$ cat config.mk
export PLATFORM = sky130hd
export DESIGN_NAME = day_number_to_calendar_date_unit
export DESIGN_NICKNAME = d
export VERILOG_FILES = /design/src/dn2cd_pkg.sv /design/src/day_number_to_calendar_date_unit.sv /design/src/dn2cd_cycle_div.sv /design/src/dn2cd_cycle_split.sv /design/src/dn2cd_date_build.sv
export SDC_FILE = /design/constraint.sdc
export NUM_CORES = 2
export LEC_CHECK = 0
export BUFFER_PORTS_ARGS = -buffer_cell sky130_fd_sc_hd__buf_2
export CAP_MARGIN = 0
export CORE_AREA = 5 5 295 297
export CTS_BUF_LIST = sky130_fd_sc_hd__clkbuf_4
export DETAILED_ROUTE_END_ITERATION = 7
export DIE_AREA = 0 0 300 302
export PLACE_DENSITY = 0.6
export SLEW_MARGIN = 30
export SYNTH_ARGS = -nofsm -noshare
export SYNTH_HDL_FRONTEND = slang
export SYNTH_HIERARCHICAL = 1
export SYNTH_SLANG_ARGS = --single-unit
$ cat constraint.sdc
create_clock -name clk -period 30.5 [get_ports clk]
set_clock_uncertainty 0.05 [all_clocks]
set_input_delay 9.15 -clock clk [delete_from_list [all_inputs] [get_ports clk]]
set_output_delay 9.15 -clock clk [all_outputs]
set_load 0.005 [all_outputs]
$ cat src/dn2cd_pkg.sv
`timescale 1ns / 1ps

package dn2cd_pkg;

    // First day number dated in the Gregorian calendar (15 Oct 1582).
    localparam logic [21:0] GREG_START     = 22'd2299161;
    // Day number of 1 Jan of year 1 in the proleptic Gregorian count.
    localparam logic [21:0] GREG_EPOCH     = 22'd1721426;

    // Day counts of the calendar cycles.
    localparam logic [21:0] QUAD_DAYS      = 22'd1461;
    localparam logic [21:0] CYCLE_DAYS     = 22'd146097;
    localparam logic [17:0] THREE_CENT     = 18'd109572;
    localparam logic [17:0] TWO_CENT       = 18'd73048;
    localparam logic [17:0] CENTURY_DAYS   = 18'd36524;
    localparam logic [15:0] CENT_LAST_QUAD = 16'd35064;

    // Reciprocals scaled by 2^32; the quotient estimate is low by at most one.
    localparam logic [21:0] RECIP_QUAD     = 22'd2939744;
    localparam logic [21:0] RECIP_CYCLE    = 22'd29398;

    // Year offset of the Julian count (day 0 lies in year -4712).
    localparam logic [13:0] JUL_YEAR0      = 14'd4712;
    // Quad index of the short last quad of a century.
    localparam logic [4:0]  LAST_QUAD_IDX  = 5'd24;
    localparam logic [1:0]  LAST_CENT_IDX  = 2'd3;

    // Stage bundle after the first division: Julian quad or 400-year cycle.
    typedef struct packed {
        logic        valid;
        logic        jul;
        logic [10:0] q;
        logic [17:0] rem;
    } cyc_t;

    // Stage bundle after the century and quad split.
    typedef struct packed {
        logic        valid;
        logic        jul;
        logic [10:0] q;
        logic [1:0]  cent;
        logic [4:0]  quad;
        logic [10:0] rq;
    } quad_t;

    // Day of year on which a month starts, month index counted from zero.
    function automatic logic [8:0] month_start(input logic leap, input logic [3:0] idx);
        logic [8:0] base;
        logic       add_leap;
        case (idx)
            4'd0:    base = 9'd0;
            4'd1:    base = 9'd31;
            4'd2:    base = 9'd59;
            4'd3:    base = 9'd90;
            4'd4:    base = 9'd120;
            4'd5:    base = 9'd151;
            4'd6:    base = 9'd181;
            4'd7:    base = 9'd212;
            4'd8:    base = 9'd243;
            4'd9:    base = 9'd273;
            4'd10:   base = 9'd304;
            4'd11:   base = 9'd334;
            default: base = 9'd0;
        endcase
        add_leap = leap && (idx >= 4'd2);
        return base + {8'd0, add_leap};
    endfunction

endpackage

$ cat src/day_number_to_calendar_date_unit.sv
`timescale 1ns / 1ps

// Channel | Handshake            | Payload
// --------+----------------------+---------------------------------------------
// input   | in_valid / in_ready  | day_number[21:0]
// output  | out_valid / out_ready| year[13:0] signed, month[3:0], day[4:0]
//
// Eleven register stages; an item enters every cycle in which the output is
// not stalled. The two reciprocal multipliers and their correction steps set
// the depth. All stages advance together and hold while a result waits at the
// output, so a stall loses or repeats no item. Reset clears only the valid
// bits of the stages.

module day_number_to_calendar_date_unit (
    input  logic               clk,
    input  logic               rst_n,
    input  logic               in_valid,
    output logic               in_ready,
    input  logic [21:0]        day_number,
    output logic               out_valid,
    input  logic               out_ready,
    output logic signed [13:0] year,
    output logic [3:0]         month,
    output logic [4:0]         day
);

    dn2cd_pkg::cyc_t  cyc;
    dn2cd_pkg::quad_t qd;
    logic             en;

    // The pipeline moves whenever the output register is empty or being taken.
    assign en       = !out_valid || out_ready;
    assign in_ready = en;

    dn2cd_cycle_div u_cycle_div (
        .clk        (clk),
        .rst_n      (rst_n),
        .en         (en),
        .in_valid   (in_valid),
        .day_number (day_number),
        .cyc        (cyc)
    );

    dn2cd_cycle_split u_cycle_split (
        .clk   (clk),
        .rst_n (rst_n),
        .en    (en),
        .cyc   (cyc),
        .qo    (qd)
    );

    dn2cd_date_build u_date_build (
        .clk       (clk),
        .rst_n     (rst_n),
        .en        (en),
        .qi        (qd),
        .out_valid (out_valid),
        .year      (year),
        .month     (month),
        .day       (day)
    );

endmodule

$ cat src/dn2cd_cycle_div.sv
`timescale 1ns / 1ps

module dn2cd_cycle_div (
    input  logic                clk,
    input  logic                rst_n,
    input  logic                en,
    input  logic                in_valid,
    input  logic [21:0]         day_number,
    output dn2cd_pkg::cyc_t     cyc
);

    logic        s1_valid_reg;
    logic        s1_jul_reg;
    logic [21:0] s1_v_reg;

    logic        s2_valid_reg;
    logic        s2_jul_reg;
    logic [21:0] s2_v_reg;
    logic [10:0] s2_q_reg;

    logic        s3_valid_reg;
    logic        s3_jul_reg;
    logic [21:0] s3_v_reg;
    logic [10:0] s3_q_reg;
    logic [21:0] s3_prodq_reg;

    logic        s4_valid_reg;
    logic        s4_jul_reg;
    logic [10:0] s4_q_reg;
    logic [18:0] s4_rem0_reg;

    logic        s5_valid_reg;
    logic        s5_jul_reg;
    logic [10:0] s5_q_reg;
    logic [17:0] s5_rem_reg;

    logic        s1_jul_next;
    logic [21:0] s1_v_next;
    logic [21:0] s2_recip;
    logic [43:0] s2_prod;
    logic [21:0] s3_div;
    logic [21:0] s3_prodq_next;
    logic [21:0] s4_diff;
    logic [18:0] s5_div;
    logic [18:0] s5_sub;
    logic [10:0] s5_q_next;
    logic [17:0] s5_rem_next;

    // Pick the calendar and move the Gregorian count to start at year 1.
    always_comb
    begin
        s1_jul_next = day_number < dn2cd_pkg::GREG_START;
        s1_v_next   = s1_jul_next ? day_number : day_number - dn2cd_pkg::GREG_EPOCH;
    end

    // Quotient estimate by the scaled reciprocal of the cycle length.
    always_comb
    begin
        s2_recip = s1_jul_reg ? dn2cd_pkg::RECIP_QUAD : dn2cd_pkg::RECIP_CYCLE;
        s2_prod  = {22'd0, s1_v_reg} * {22'd0, s2_recip};
    end

    // Multiply the estimate back by the cycle length.
    always_comb
    begin
        s3_div        = s2_jul_reg ? dn2cd_pkg::QUAD_DAYS : dn2cd_pkg::CYCLE_DAYS;
        s3_prodq_next = {11'd0, s2_q_reg} * s3_div;
    end

    // Raw remainder, below twice the cycle length.
    assign s4_diff = s3_v_reg - s3_prodq_reg;

    // One correction step makes the quotient exact.
    always_comb
    begin
        s5_div = s4_jul_reg ? dn2cd_pkg::QUAD_DAYS[18:0] : dn2cd_pkg::CYCLE_DAYS[18:0];
        s5_sub = s4_rem0_reg - s5_div;
        if (s4_rem0_reg >= s5_div)
        begin
            s5_q_next   = s4_q_reg + 11'd1;
            s5_rem_next = s5_sub[17:0];
        end
        else
        begin
            s5_q_next   = s4_q_reg;
            s5_rem_next = s4_rem0_reg[17:0];
        end
    end

    // Valid bits of the stages.
    always_ff @(posedge clk or negedge rst_n)
    begin
        if (!rst_n)
        begin
            s1_valid_reg <= 1'b0;
            s2_valid_reg <= 1'b0;
            s3_valid_reg <= 1'b0;
            s4_valid_reg <= 1'b0;
            s5_valid_reg <= 1'b0;
        end
        else if (en)
        begin
            s1_valid_reg <= in_valid;
            s2_valid_reg <= s1_valid_reg;
            s3_valid_reg <= s2_valid_reg;
            s4_valid_reg <= s3_valid_reg;
            s5_valid_reg <= s4_valid_reg;
        end
    end

    // Payload of the stages.
    always_ff @(posedge clk)
    begin
        if (en)
        begin
            s1_jul_reg   <= s1_jul_next;
            s1_v_reg     <= s1_v_next;

            s2_jul_reg   <= s1_jul_reg;
            s2_v_reg     <= s1_v_reg;
            s2_q_reg     <= s2_prod[42:32];

            s3_jul_reg   <= s2_jul_reg;
            s3_v_reg     <= s2_v_reg;
            s3_q_reg     <= s2_q_reg;
            s3_prodq_reg <= s3_prodq_next;

            s4_jul_reg   <= s3_jul_reg;
            s4_q_reg     <= s3_q_reg;
            s4_rem0_reg  <= s4_diff[18:0];

            s5_jul_reg   <= s4_jul_reg;
            s5_q_reg     <= s5_q_next;
            s5_rem_reg   <= s5_rem_next;
        end
    end

    assign cyc.valid = s5_valid_reg;
    assign cyc.jul   = s5_jul_reg;
    assign cyc.q     = s5_q_reg;
    assign cyc.rem   = s5_rem_reg;

endmodule

$ cat src/dn2cd_cycle_split.sv
`timescale 1ns / 1ps

module dn2cd_cycle_split (
    input  logic                clk,
    input  logic                rst_n,
    input  logic                en,
    input  dn2cd_pkg::cyc_t     cyc,
    output dn2cd_pkg::quad_t    qo
);

    logic        s6_valid_reg;
    logic        s6_jul_reg;
    logic [10:0] s6_q_reg;
    logic [1:0]  s6_cent_reg;
    logic [15:0] s6_m_reg;
    logic        s6_last_reg;

    logic        s7_valid_reg;
    logic        s7_jul_reg;
    logic [10:0] s7_q_reg;
    logic [1:0]  s7_cent_reg;
    logic [15:0] s7_m_reg;
    logic        s7_last_reg;
    logic [4:0]  s7_qe_reg;

    logic        s8_valid_reg;
    logic        s8_jul_reg;
    logic [10:0] s8_q_reg;
    logic [1:0]  s8_cent_reg;
    logic [15:0] s8_m_reg;
    logic        s8_last_reg;
    logic [4:0]  s8_qe_reg;
    logic [11:0] s8_r_reg;

    logic        s9_valid_reg;
    logic        s9_jul_reg;
    logic [10:0] s9_q_reg;
    logic [1:0]  s9_cent_reg;
    logic [4:0]  s9_quad_reg;
    logic [10:0] s9_rq_reg;

    logic [1:0]  s6_cent_next;
    logic [17:0] s6_sub;
    logic [15:0] s6_m_next;
    logic        s6_last_next;
    logic [37:0] s7_prod;
    logic [15:0] s8_back;
    logic [15:0] s8_diff;
    logic [11:0] s9_rsub;
    logic [15:0] s9_msub;
    logic [4:0]  s9_quad_next;
    logic [10:0] s9_rq_next;

    // Split the 400-year cycle into centuries; the fourth one has a leap end year.
    always_comb
    begin
        s6_cent_next = 2'd0;
        s6_sub       = cyc.rem;
        if (!cyc.jul)
        begin
            if (cyc.rem >= dn2cd_pkg::THREE_CENT)
            begin
                s6_cent_next = 2'd3;
                s6_sub       = cyc.rem - dn2cd_pkg::THREE_CENT;
            end
            else if (cyc.rem >= dn2cd_pkg::TWO_CENT)
            begin
                s6_cent_next = 2'd2;
                s6_sub       = cyc.rem - dn2cd_pkg::TWO_CENT;
            end
            else if (cyc.rem >= dn2cd_pkg::CENTURY_DAYS)
            begin
                s6_cent_next = 2'd1;
                s6_sub       = cyc.rem - dn2cd_pkg::CENTURY_DAYS;
            end
        end
        s6_m_next    = s6_sub[15:0];
        // A short century ends in a quad of four common years.
        s6_last_next = !cyc.jul && (s6_cent_next != dn2cd_pkg::LAST_CENT_IDX)
                       && (s6_m_next >= dn2cd_pkg::CENT_LAST_QUAD);
    end

    // Quad estimate by the scaled reciprocal of 1461.
    assign s7_prod = {22'd0, s6_m_reg} * {16'd0, dn2cd_pkg::RECIP_QUAD};

    // Remainder of the estimate.
    always_comb
    begin
        s8_back = {11'd0, s7_qe_reg} * dn2cd_pkg::QUAD_DAYS[15:0];
        s8_diff = s7_m_reg - s8_back;
    end

    // Correct the quad index, or take the short last quad of the century.
    always_comb
    begin
        s9_rsub = s8_r_reg - dn2cd_pkg::QUAD_DAYS[11:0];
        s9_msub = s8_m_reg - dn2cd_pkg::CENT_LAST_QUAD;
        if (s8_last_reg)
        begin
            s9_quad_next = dn2cd_pkg::LAST_QUAD_IDX;
            s9_rq_next   = s9_msub[10:0];
        end
        else if (s8_r_reg >= dn2cd_pkg::QUAD_DAYS[11:0])
        begin
            s9_quad_next = s8_qe_reg + 5'd1;
            s9_rq_next   = s9_rsub[10:0];
        end
        else
        begin
            s9_quad_next = s8_qe_reg;
            s9_rq_next   = s8_r_reg[10:0];
        end
    end

    // Valid bits of the stages.
    always_ff @(posedge clk or negedge rst_n)
    begin
        if (!rst_n)
        begin
            s6_valid_reg <= 1'b0;
            s7_valid_reg <= 1'b0;
            s8_valid_reg <= 1'b0;
            s9_valid_reg <= 1'b0;
        end
        else if (en)
        begin
            s6_valid_reg <= cyc.valid;
            s7_valid_reg <= s6_valid_reg;
            s8_valid_reg <= s7_valid_reg;
            s9_valid_reg <= s8_valid_reg;
        end
    end

    // Payload of the stages.
    always_ff @(posedge clk)
    begin
        if (en)
        begin
            s6_jul_reg  <= cyc.jul;
            s6_q_reg    <= cyc.q;
            s6_cent_reg <= s6_cent_next;
            s6_m_reg    <= s6_m_next;
            s6_last_reg <= s6_last_next;

            s7_jul_reg  <= s6_jul_reg;
            s7_q_reg    <= s6_q_reg;
            s7_cent_reg <= s6_cent_reg;
            s7_m_reg    <= s6_m_reg;
            s7_last_reg <= s6_last_reg;
            s7_qe_reg   <= s7_prod[36:32];

            s8_jul_reg  <= s7_jul_reg;
            s8_q_reg    <= s7_q_reg;
            s8_cent_reg <= s7_cent_reg;
            s8_m_reg    <= s7_m_reg;
            s8_last_reg <= s7_last_reg;
            s8_qe_reg   <= s7_qe_reg;
            s8_r_reg    <= s8_diff[11:0];

            s9_jul_reg  <= s8_jul_reg;
            s9_q_reg    <= s8_q_reg;
            s9_cent_reg <= s8_cent_reg;
            s9_quad_reg <= s9_quad_next;
            s9_rq_reg   <= s9_rq_next;
        end
    end

    assign qo.valid = s9_valid_reg;
    assign qo.jul   = s9_jul_reg;
    assign qo.q     = s9_q_reg;
    assign qo.cent  = s9_cent_reg;
    assign qo.quad  = s9_quad_reg;
    assign qo.rq    = s9_rq_reg;

endmodule

$ cat src/dn2cd_date_build.sv
`timescale 1ns / 1ps

module dn2cd_date_build (
    input  logic                clk,
    input  logic                rst_n,
    input  logic                en,
    input  dn2cd_pkg::quad_t    qi,
    output logic                out_valid,
    output logic signed [13:0]  year,
    output logic [3:0]          month,
    output logic [4:0]          day
);

    logic        s10_valid_reg;
    logic [13:0] s10_year_reg;
    logic [8:0]  s10_doy_reg;
    logic        s10_leap_reg;

    logic        s11_valid_reg;
    logic [13:0] s11_year_reg;
    logic [3:0]  s11_month_reg;
    logic [4:0]  s11_day_reg;

    logic [10:0] t1;
    logic [10:0] t2;
    logic [10:0] t3;
    logic [1:0]  yi;
    logic [10:0] ystart;
    logic [10:0] doy_full;
    logic [13:0] year_jul;
    logic [13:0] year_greg;
    logic [13:0] s10_year_next;
    logic        s10_leap_next;
    logic [3:0]  s11_month_next;
    logic [8:0]  mstart;
    logic [8:0]  s11_diff;
    logic [4:0]  s11_day_next;

    // Year within the quad; a Julian quad opens with its leap year.
    always_comb
    begin
        t1 = qi.jul ? 11'd366 : 11'd365;
        t2 = qi.jul ? 11'd731 : 11'd730;
        t3 = qi.jul ? 11'd1096 : 11'd1095;
        if (qi.rq >= t3)
        begin
            yi     = 2'd3;
            ystart = t3;
        end
        else if (qi.rq >= t2)
        begin
            yi     = 2'd2;
            ystart = t2;
        end
        else if (qi.rq >= t1)
        begin
            yi     = 2'd1;
            ystart = t1;
        end
        else
        begin
            yi     = 2'd0;
            ystart = 11'd0;
        end
        doy_full = qi.rq - ystart;
    end

    // Leap flag and year number from the cycle, century and quad indexes.
    always_comb
    begin
        year_jul  = {1'b0, qi.q, 2'b00} + {12'd0, yi} - dn2cd_pkg::JUL_YEAR0;
        year_greg = 14'd1 + {3'd0, qi.q} * 14'd400 + {12'd0, qi.cent} * 14'd100
                    + {7'd0, qi.quad, 2'b00} + {12'd0, yi};
        if (qi.jul)
        begin
            s10_year_next = year_jul;
            s10_leap_next = (yi == 2'd0);
        end
        else
        begin
            s10_year_next = year_greg;
            s10_leap_next = (yi == 2'd3) && !((qi.quad == dn2cd_pkg::LAST_QUAD_IDX)
                            && (qi.cent != dn2cd_pkg::LAST_CENT_IDX));
        end
    end

    // Month by the last month start not beyond the day of year.
    always_comb
    begin
        s11_month_next = 4'd1;
        mstart         = 9'd0;
        for (int j = 1; j < 12; j++)
        begin
            if (s10_doy_reg >= dn2cd_pkg::month_start(s10_leap_reg, 4'(j)))
            begin
                s11_month_next = 4'(j + 1);
                mstart         = dn2cd_pkg::month_start(s10_leap_reg, 4'(j));
            end
        end
        s11_diff     = s10_doy_reg - mstart;
        s11_day_next = s11_diff[4:0] + 5'd1;
    end

    // Valid bits of the stages.
    always_ff @(posedge clk or negedge rst_n)
    begin
        if (!rst_n)
        begin
            s10_valid_reg <= 1'b0;
            s11_valid_reg <= 1'b0;
        end
        else if (en)
        begin
            s10_valid_reg <= qi.valid;
            s11_valid_reg <= s10_valid_reg;
        end
    end

    // Payload of the stages; the last stage is the output register.
    always_ff @(posedge clk)
    begin
        if (en)
        begin
            s10_year_reg  <= s10_year_next;
            s10_doy_reg   <= doy_full[8:0];
            s10_leap_reg  <= s10_leap_next;

            s11_year_reg  <= s10_year_reg;
            s11_month_reg <= s11_month_next;
            s11_day_reg   <= s11_day_next;
        end
    end

    assign out_valid = s11_valid_reg;
    assign year      = s11_year_reg;
    assign month     = s11_month_reg;
    assign day       = s11_day_reg;

endmodule

== Yosys cells after proc, flatten, opt, wreduce, memory -nomap -nowiden ==
Cells that the tools add are included.
Word-level totals
  input bits: 26
  bits in registers: 359
  output and inout port bits: 25
Cells by class
  mux-type cells: 59
  $mul: 6
  add/subtract/negate cells: 40
  $lt $le $gt $ge: 21
  eq/ne operators: 4
  reduce and logical (&&, ||, !) cells: 10
Operators by type and width (number)
  $mux 5: 22
  $mux 16: 4
  $ge 9x9->1: 7
  $mux 18: 3
  $add 5x1->5: 10
  $mux 22: 2
  $mul 22x22->43: 1
  $add 8x1->9 const A: 4
  $ge 18x17->1 const B: 2
  $mux 11: 3
  $mul 16x17->32 const B: 1
  $sub 16x16->16 const B: 2
  $add 9x1->9 const A: 3
  $mux 9: 3
  $mux 4: 6
  $lt 22x22->1 const B: 1
  $sub 22x21->22 const B: 1
  $ge 19x18->1: 1
  $mul 11x18->19: 1
  $sub 19x19->19: 1
  $ge 18x16->1 const B: 1
  $ge 9x8->1: 2
  $sub 18x18->18: 1
  $add 7x1->8 const A: 2
  37 further kinds: 56

== Logic depth before layout (Yosys ltp) ==
  word-level depth: 16
  gate-level depth with buffers: 29
  mapped depth without buffers: 27

== Cells and area by module ==
The synthesis kept the hierarchy.
By module, submodules not included
  dn2cd_cycle_div: times used 1, cells each 1921, area each 20699.9 um^2
  dn2cd_cycle_split: times used 1, cells each 1009, area each 11641.2 um^2
  dn2cd_date_build: times used 1, cells each 431, area each 4396.7 um^2
  day_number_to_calendar_date_unit: times used 1, cells each 1, area each 6.3 um^2

== Worst setup path after synthesis ==
OpenSTA, ideal clock, no wires.
  path kind: input to output
  start point: input out_ready
  end point: output in_ready
  arrival: 17703 ps
  cell stages on the path: 1
  path slack: 3597 ps
  path through: nand2b_1
Between the ends
  longest elaborated chain between the ends: 1
RTL lines
  start: declaration: line day_number_to_calendar_date_unit.sv:21  | input logic out_ready,
  $logic_or 1x1->1: line day_number_to_calendar_date_unit.sv:32  | assign en = !out_valid || out_ready;
  end: declaration: line day_number_to_calendar_date_unit.sv:18  | output logic in_ready,
No other way between the ends.

== Worst setup path after layout ==
Ends and elaborated chain as after synthesis.

==> results_dict.tcl <==
set metrics [dict create \
    run_status "finished clean" \
    synth_async_reset_ratio_pct 3.081 \
    cts_post_setup_buffers_inserted 0 \
    grt.overflow.total 0 \
    syn_area_per_cell_sq_um 10.93 \
    yosys_warnings 6 \
    clkSlewWorstSetupHoldPaths_ps 60 \
    std_cell_rows 107 \
    drt-wirelength-per-cell_microns 16.01 \
    cp_top_family "buffers and inverters" \
    max_slew.worst_pin.slew_ps 919.7 \
    largest_register_ff_count 22 \
    syn_inst 3362 \
    critical_path_buf_inv_count 2 \
    syn_nets 4346 \
    max_freq_ghz 0.05263 \
    worst_ep_arrival_time_ps 9800 \
    cts-root-buf "clkbuf_4" \
    finalWirelength_microns 73980 \
    final_critical_path_setup_slack_ps 11500 \
    crit_chain "buf_2, nand2b_4, buf_2" \
    tritoncts.num_buffers 96 \
    max_slew_margin_pct 38.69 \
    place.gp.congestion 0.8813 \
    number_of_flip_flops_and_latches_in_the_synthesized_netlist 357 \
    io_buffers 50 \
    die_width_microns 300 \
    setup.worst_path.start_class "input port" \
    gr-usage-all-layers_pct 16.89 \
    setup_crit_end_kind "output port" \
    crit_required_ps 21300 \
    number_of_distinct_library_cell_variants_in_the_gate_level_netlist_after_synthesis 98 \
    design.portCount 51 \
    detailroute.via_count 23030 \
    final_max_slew_viol_count 0 \
    place_hpwl_microns 60200 \
    finalSetupViolCount 0 \
    holdWs_ps 321.2 \
    post_cts_hold_buffer_count 0 \
    maxCapViolCount 0 \
    fp.coreArea_sq_mm 0.08434 \
    pre_cts_slack_ps 11470 \
    clock_tree_from_tritoncts "done" \
    clock_tree.buffer_depth 3 \
    placedInstanceArea_sq_mm 0.03816 \
    critical-path-slowest-cell "nand2b_4" \
    cpMostUsedCell "buf_2" \
    synth-edff-count 346 \
    areaGrowthSynthToFinish_pct 7.154 \
    layout_cells_sized_above_1_pct 8.109 \
    cpPeakStageDelay_ps 310 \
    final_cell_area_sq_mm 0.03937 \
    fin_tns_setup_ps 0 \
    clk_latency_ps 850 \
    timing.final.crit_share_pct 62.29 \
    critPathKind "in -> out" \
    rsz_0062_raised_after_global_routing "no" \
    min_delay_path_class "reg -> reg" \
    die_h_microns 302 \
    ant_nets 0 \
    fp.dieArea_sq_mm 0.09060 \
    period_needed_ps 19000 \
    firstDrtPassIters 5 \
    drcViolationCount 0 \
    initialDrtViolationCount 888 \
    pin_count_of_the_biggest_net_entering_global_routing 179 \
    clock_sinks 357 \
    route.detailed.vias_per_inst 4.985 \
    start_util_pct 43.56 \
    crit_path_max_fanout 24 \
    antenna_found_initial 2 \
    nets 4442 \
    postCtsResizedCells 0 \
    synth_sequential_area_ratio_pct 29.03 \
    first_global_vias 24430 \
    report.final.hold_viol_count 0 \
    grt_first_pass_wirelength_microns 123500 \
    htree_num_levels 3 \
    ys.flop_type "edfxtp_1" \
    netlist_area_sq_mm 0.03674 \
]
[worst register-to-register path, stage by stage (launching register included)]
cell and delay [ps]:
edfxtp_1 330, buf_4 550, nand2_1 440, xnor2_1 260, ha_1 230, nor2_1 350
xnor2_1 150, xnor2_1 170, fa_1 540, inv_1 50, fa_1 510, fa_1 430
fa_1 550, inv_1 50, fa_1 520, inv_1 40, ha_1 320, a211o_1 300
o2bb2ai_1 200, a2111oi_2 510, a211o_2 280, a211oi_1 110, or4_4 560, a211o_2 350
a21oi_2 150, xnor2_1 70
[per-stage QoR]
stage	instances	util [%]
4_1_cts	4616	46.64
2_1_floorplan	3362	-
3_5_place_dp	4449	45.24
3_3_place_gp	4449	45.24
5_1_grt	4620	46.68
6_report	4620	46.68
[cell usage after synthesis, types with 17 or more instances]
cell,count,area (sq um)
clkbuf_1,40,150.1
ha_1,570,7132
o21ai_0,67,335.3
xnor2_1,173,1515
nand4_1,24,150.1
and2_1,24,150.1
inv_1,769,2887
o21a_1,17,127.6
nand2b_1,29,181.4
nor3_1,38,190.2
a21oi_1,121,605.6
o211ai_1,19,142.6
xor2_1,71,621.9
nand3_1,28,140.1
and3_1,25,156.4
nor2b_1,36,225.2
nor2_1,111,416.7
edfxtp_1,346,10390
or2_2,21,131.4
nand2_1,120,450.4
a21o_1,45,337.8
fa_1,388,7767
[logic make-up (layout without fill, tap and decap cells)]
| logic type | count (synthesis) | count (layout) | share of synthesized area, % |
|---|---|---|---|
| fa+ha+maj | 963 | 963 | 40.69 |
| buf+inv | 835 | 1000 | 8.687 |
| simple gates | 510 | 510 | 7.113 |
| compound gates | 429 | 429 | 7.965 |
| flops | 357 | 357 | 29.03 |
| xor+xnor | 246 | 246 | 5.905 |
| mux | 20 | 20 | 0.5993 |
| other cells | 2 | 5 | 0.02044 |
[per-layer routing]
layer	part of all wire, %	GRT usage, %
met1	43	20.93
met3	3.7	2.900
met5	0	0
met4	2.6	4.590
met2	51	30.59
[cells in the final DEF, fill, tap and decap left out, types with 12 or more instances in the layout]
cell type	instances
and2_1	24
inv_1	769
nor2_1	111
fa_1	388
a21oi_1	121
buf_2	50
nor3_1	38
xor2_1	71
edfxtp_1	346
o21a_1	17
o21ai_1	12
nand2b_1	28
clkbuf_4	133
nand2_1	120
nand3_1	28
a21o_1	45
nor4_1	14
nand4_1	24
ha_1	570
a211oi_1	16
nor2b_1	36
o21ai_0	67
or2_2	21
mux2_2	15
clkinv_1	22
and3_1	25
o211ai_1	19
xnor2_1	173
[path summary, 6_finish.rpt]
| kind | start | to | slack [ps] | cells past startpoint |
|---|---|---|---|---|
| setup / recovery | out_ready | in_ready | 11500 | 3 |
| setup reg to reg | u_cycle_div/s1_jul_reg | u_cycle_div/s2_q_reg[9] | 22110 | 25 |
| hold / removal | u_cycle_split/s8_cent_reg[0] | u_cycle_split/s9_cent_reg[0] | 320 | 0 |
| max in group asynchronous | rst_n | u_cycle_div/s2_valid_reg | 21990 | 1 |
| min in group asynchronous | rst_n | u_date_build/s10_valid_reg | 8130 | 1 |
| hold reg to reg | u_cycle_split/s8_cent_reg[0] | u_cycle_split/s9_cent_reg[0] | 320 | 0 |
[area by class of cell]
class | instances | area (sq um)
fill | 7864 | 44970
clock inverter | 34 | 176.4
antenna | 3 | 7.507
tap | 1090 | 1364
sequential | 357 | 10670
multi-input combinational | 2170 | 22890
clock buffer | 133 | 998.5
timing repair buffer | 61 | 369.1
inverter | 772 | 2898
Power is not shown: default switching activity piles up to over one toggle a cycle in this logic, so the estimate is an artifact.
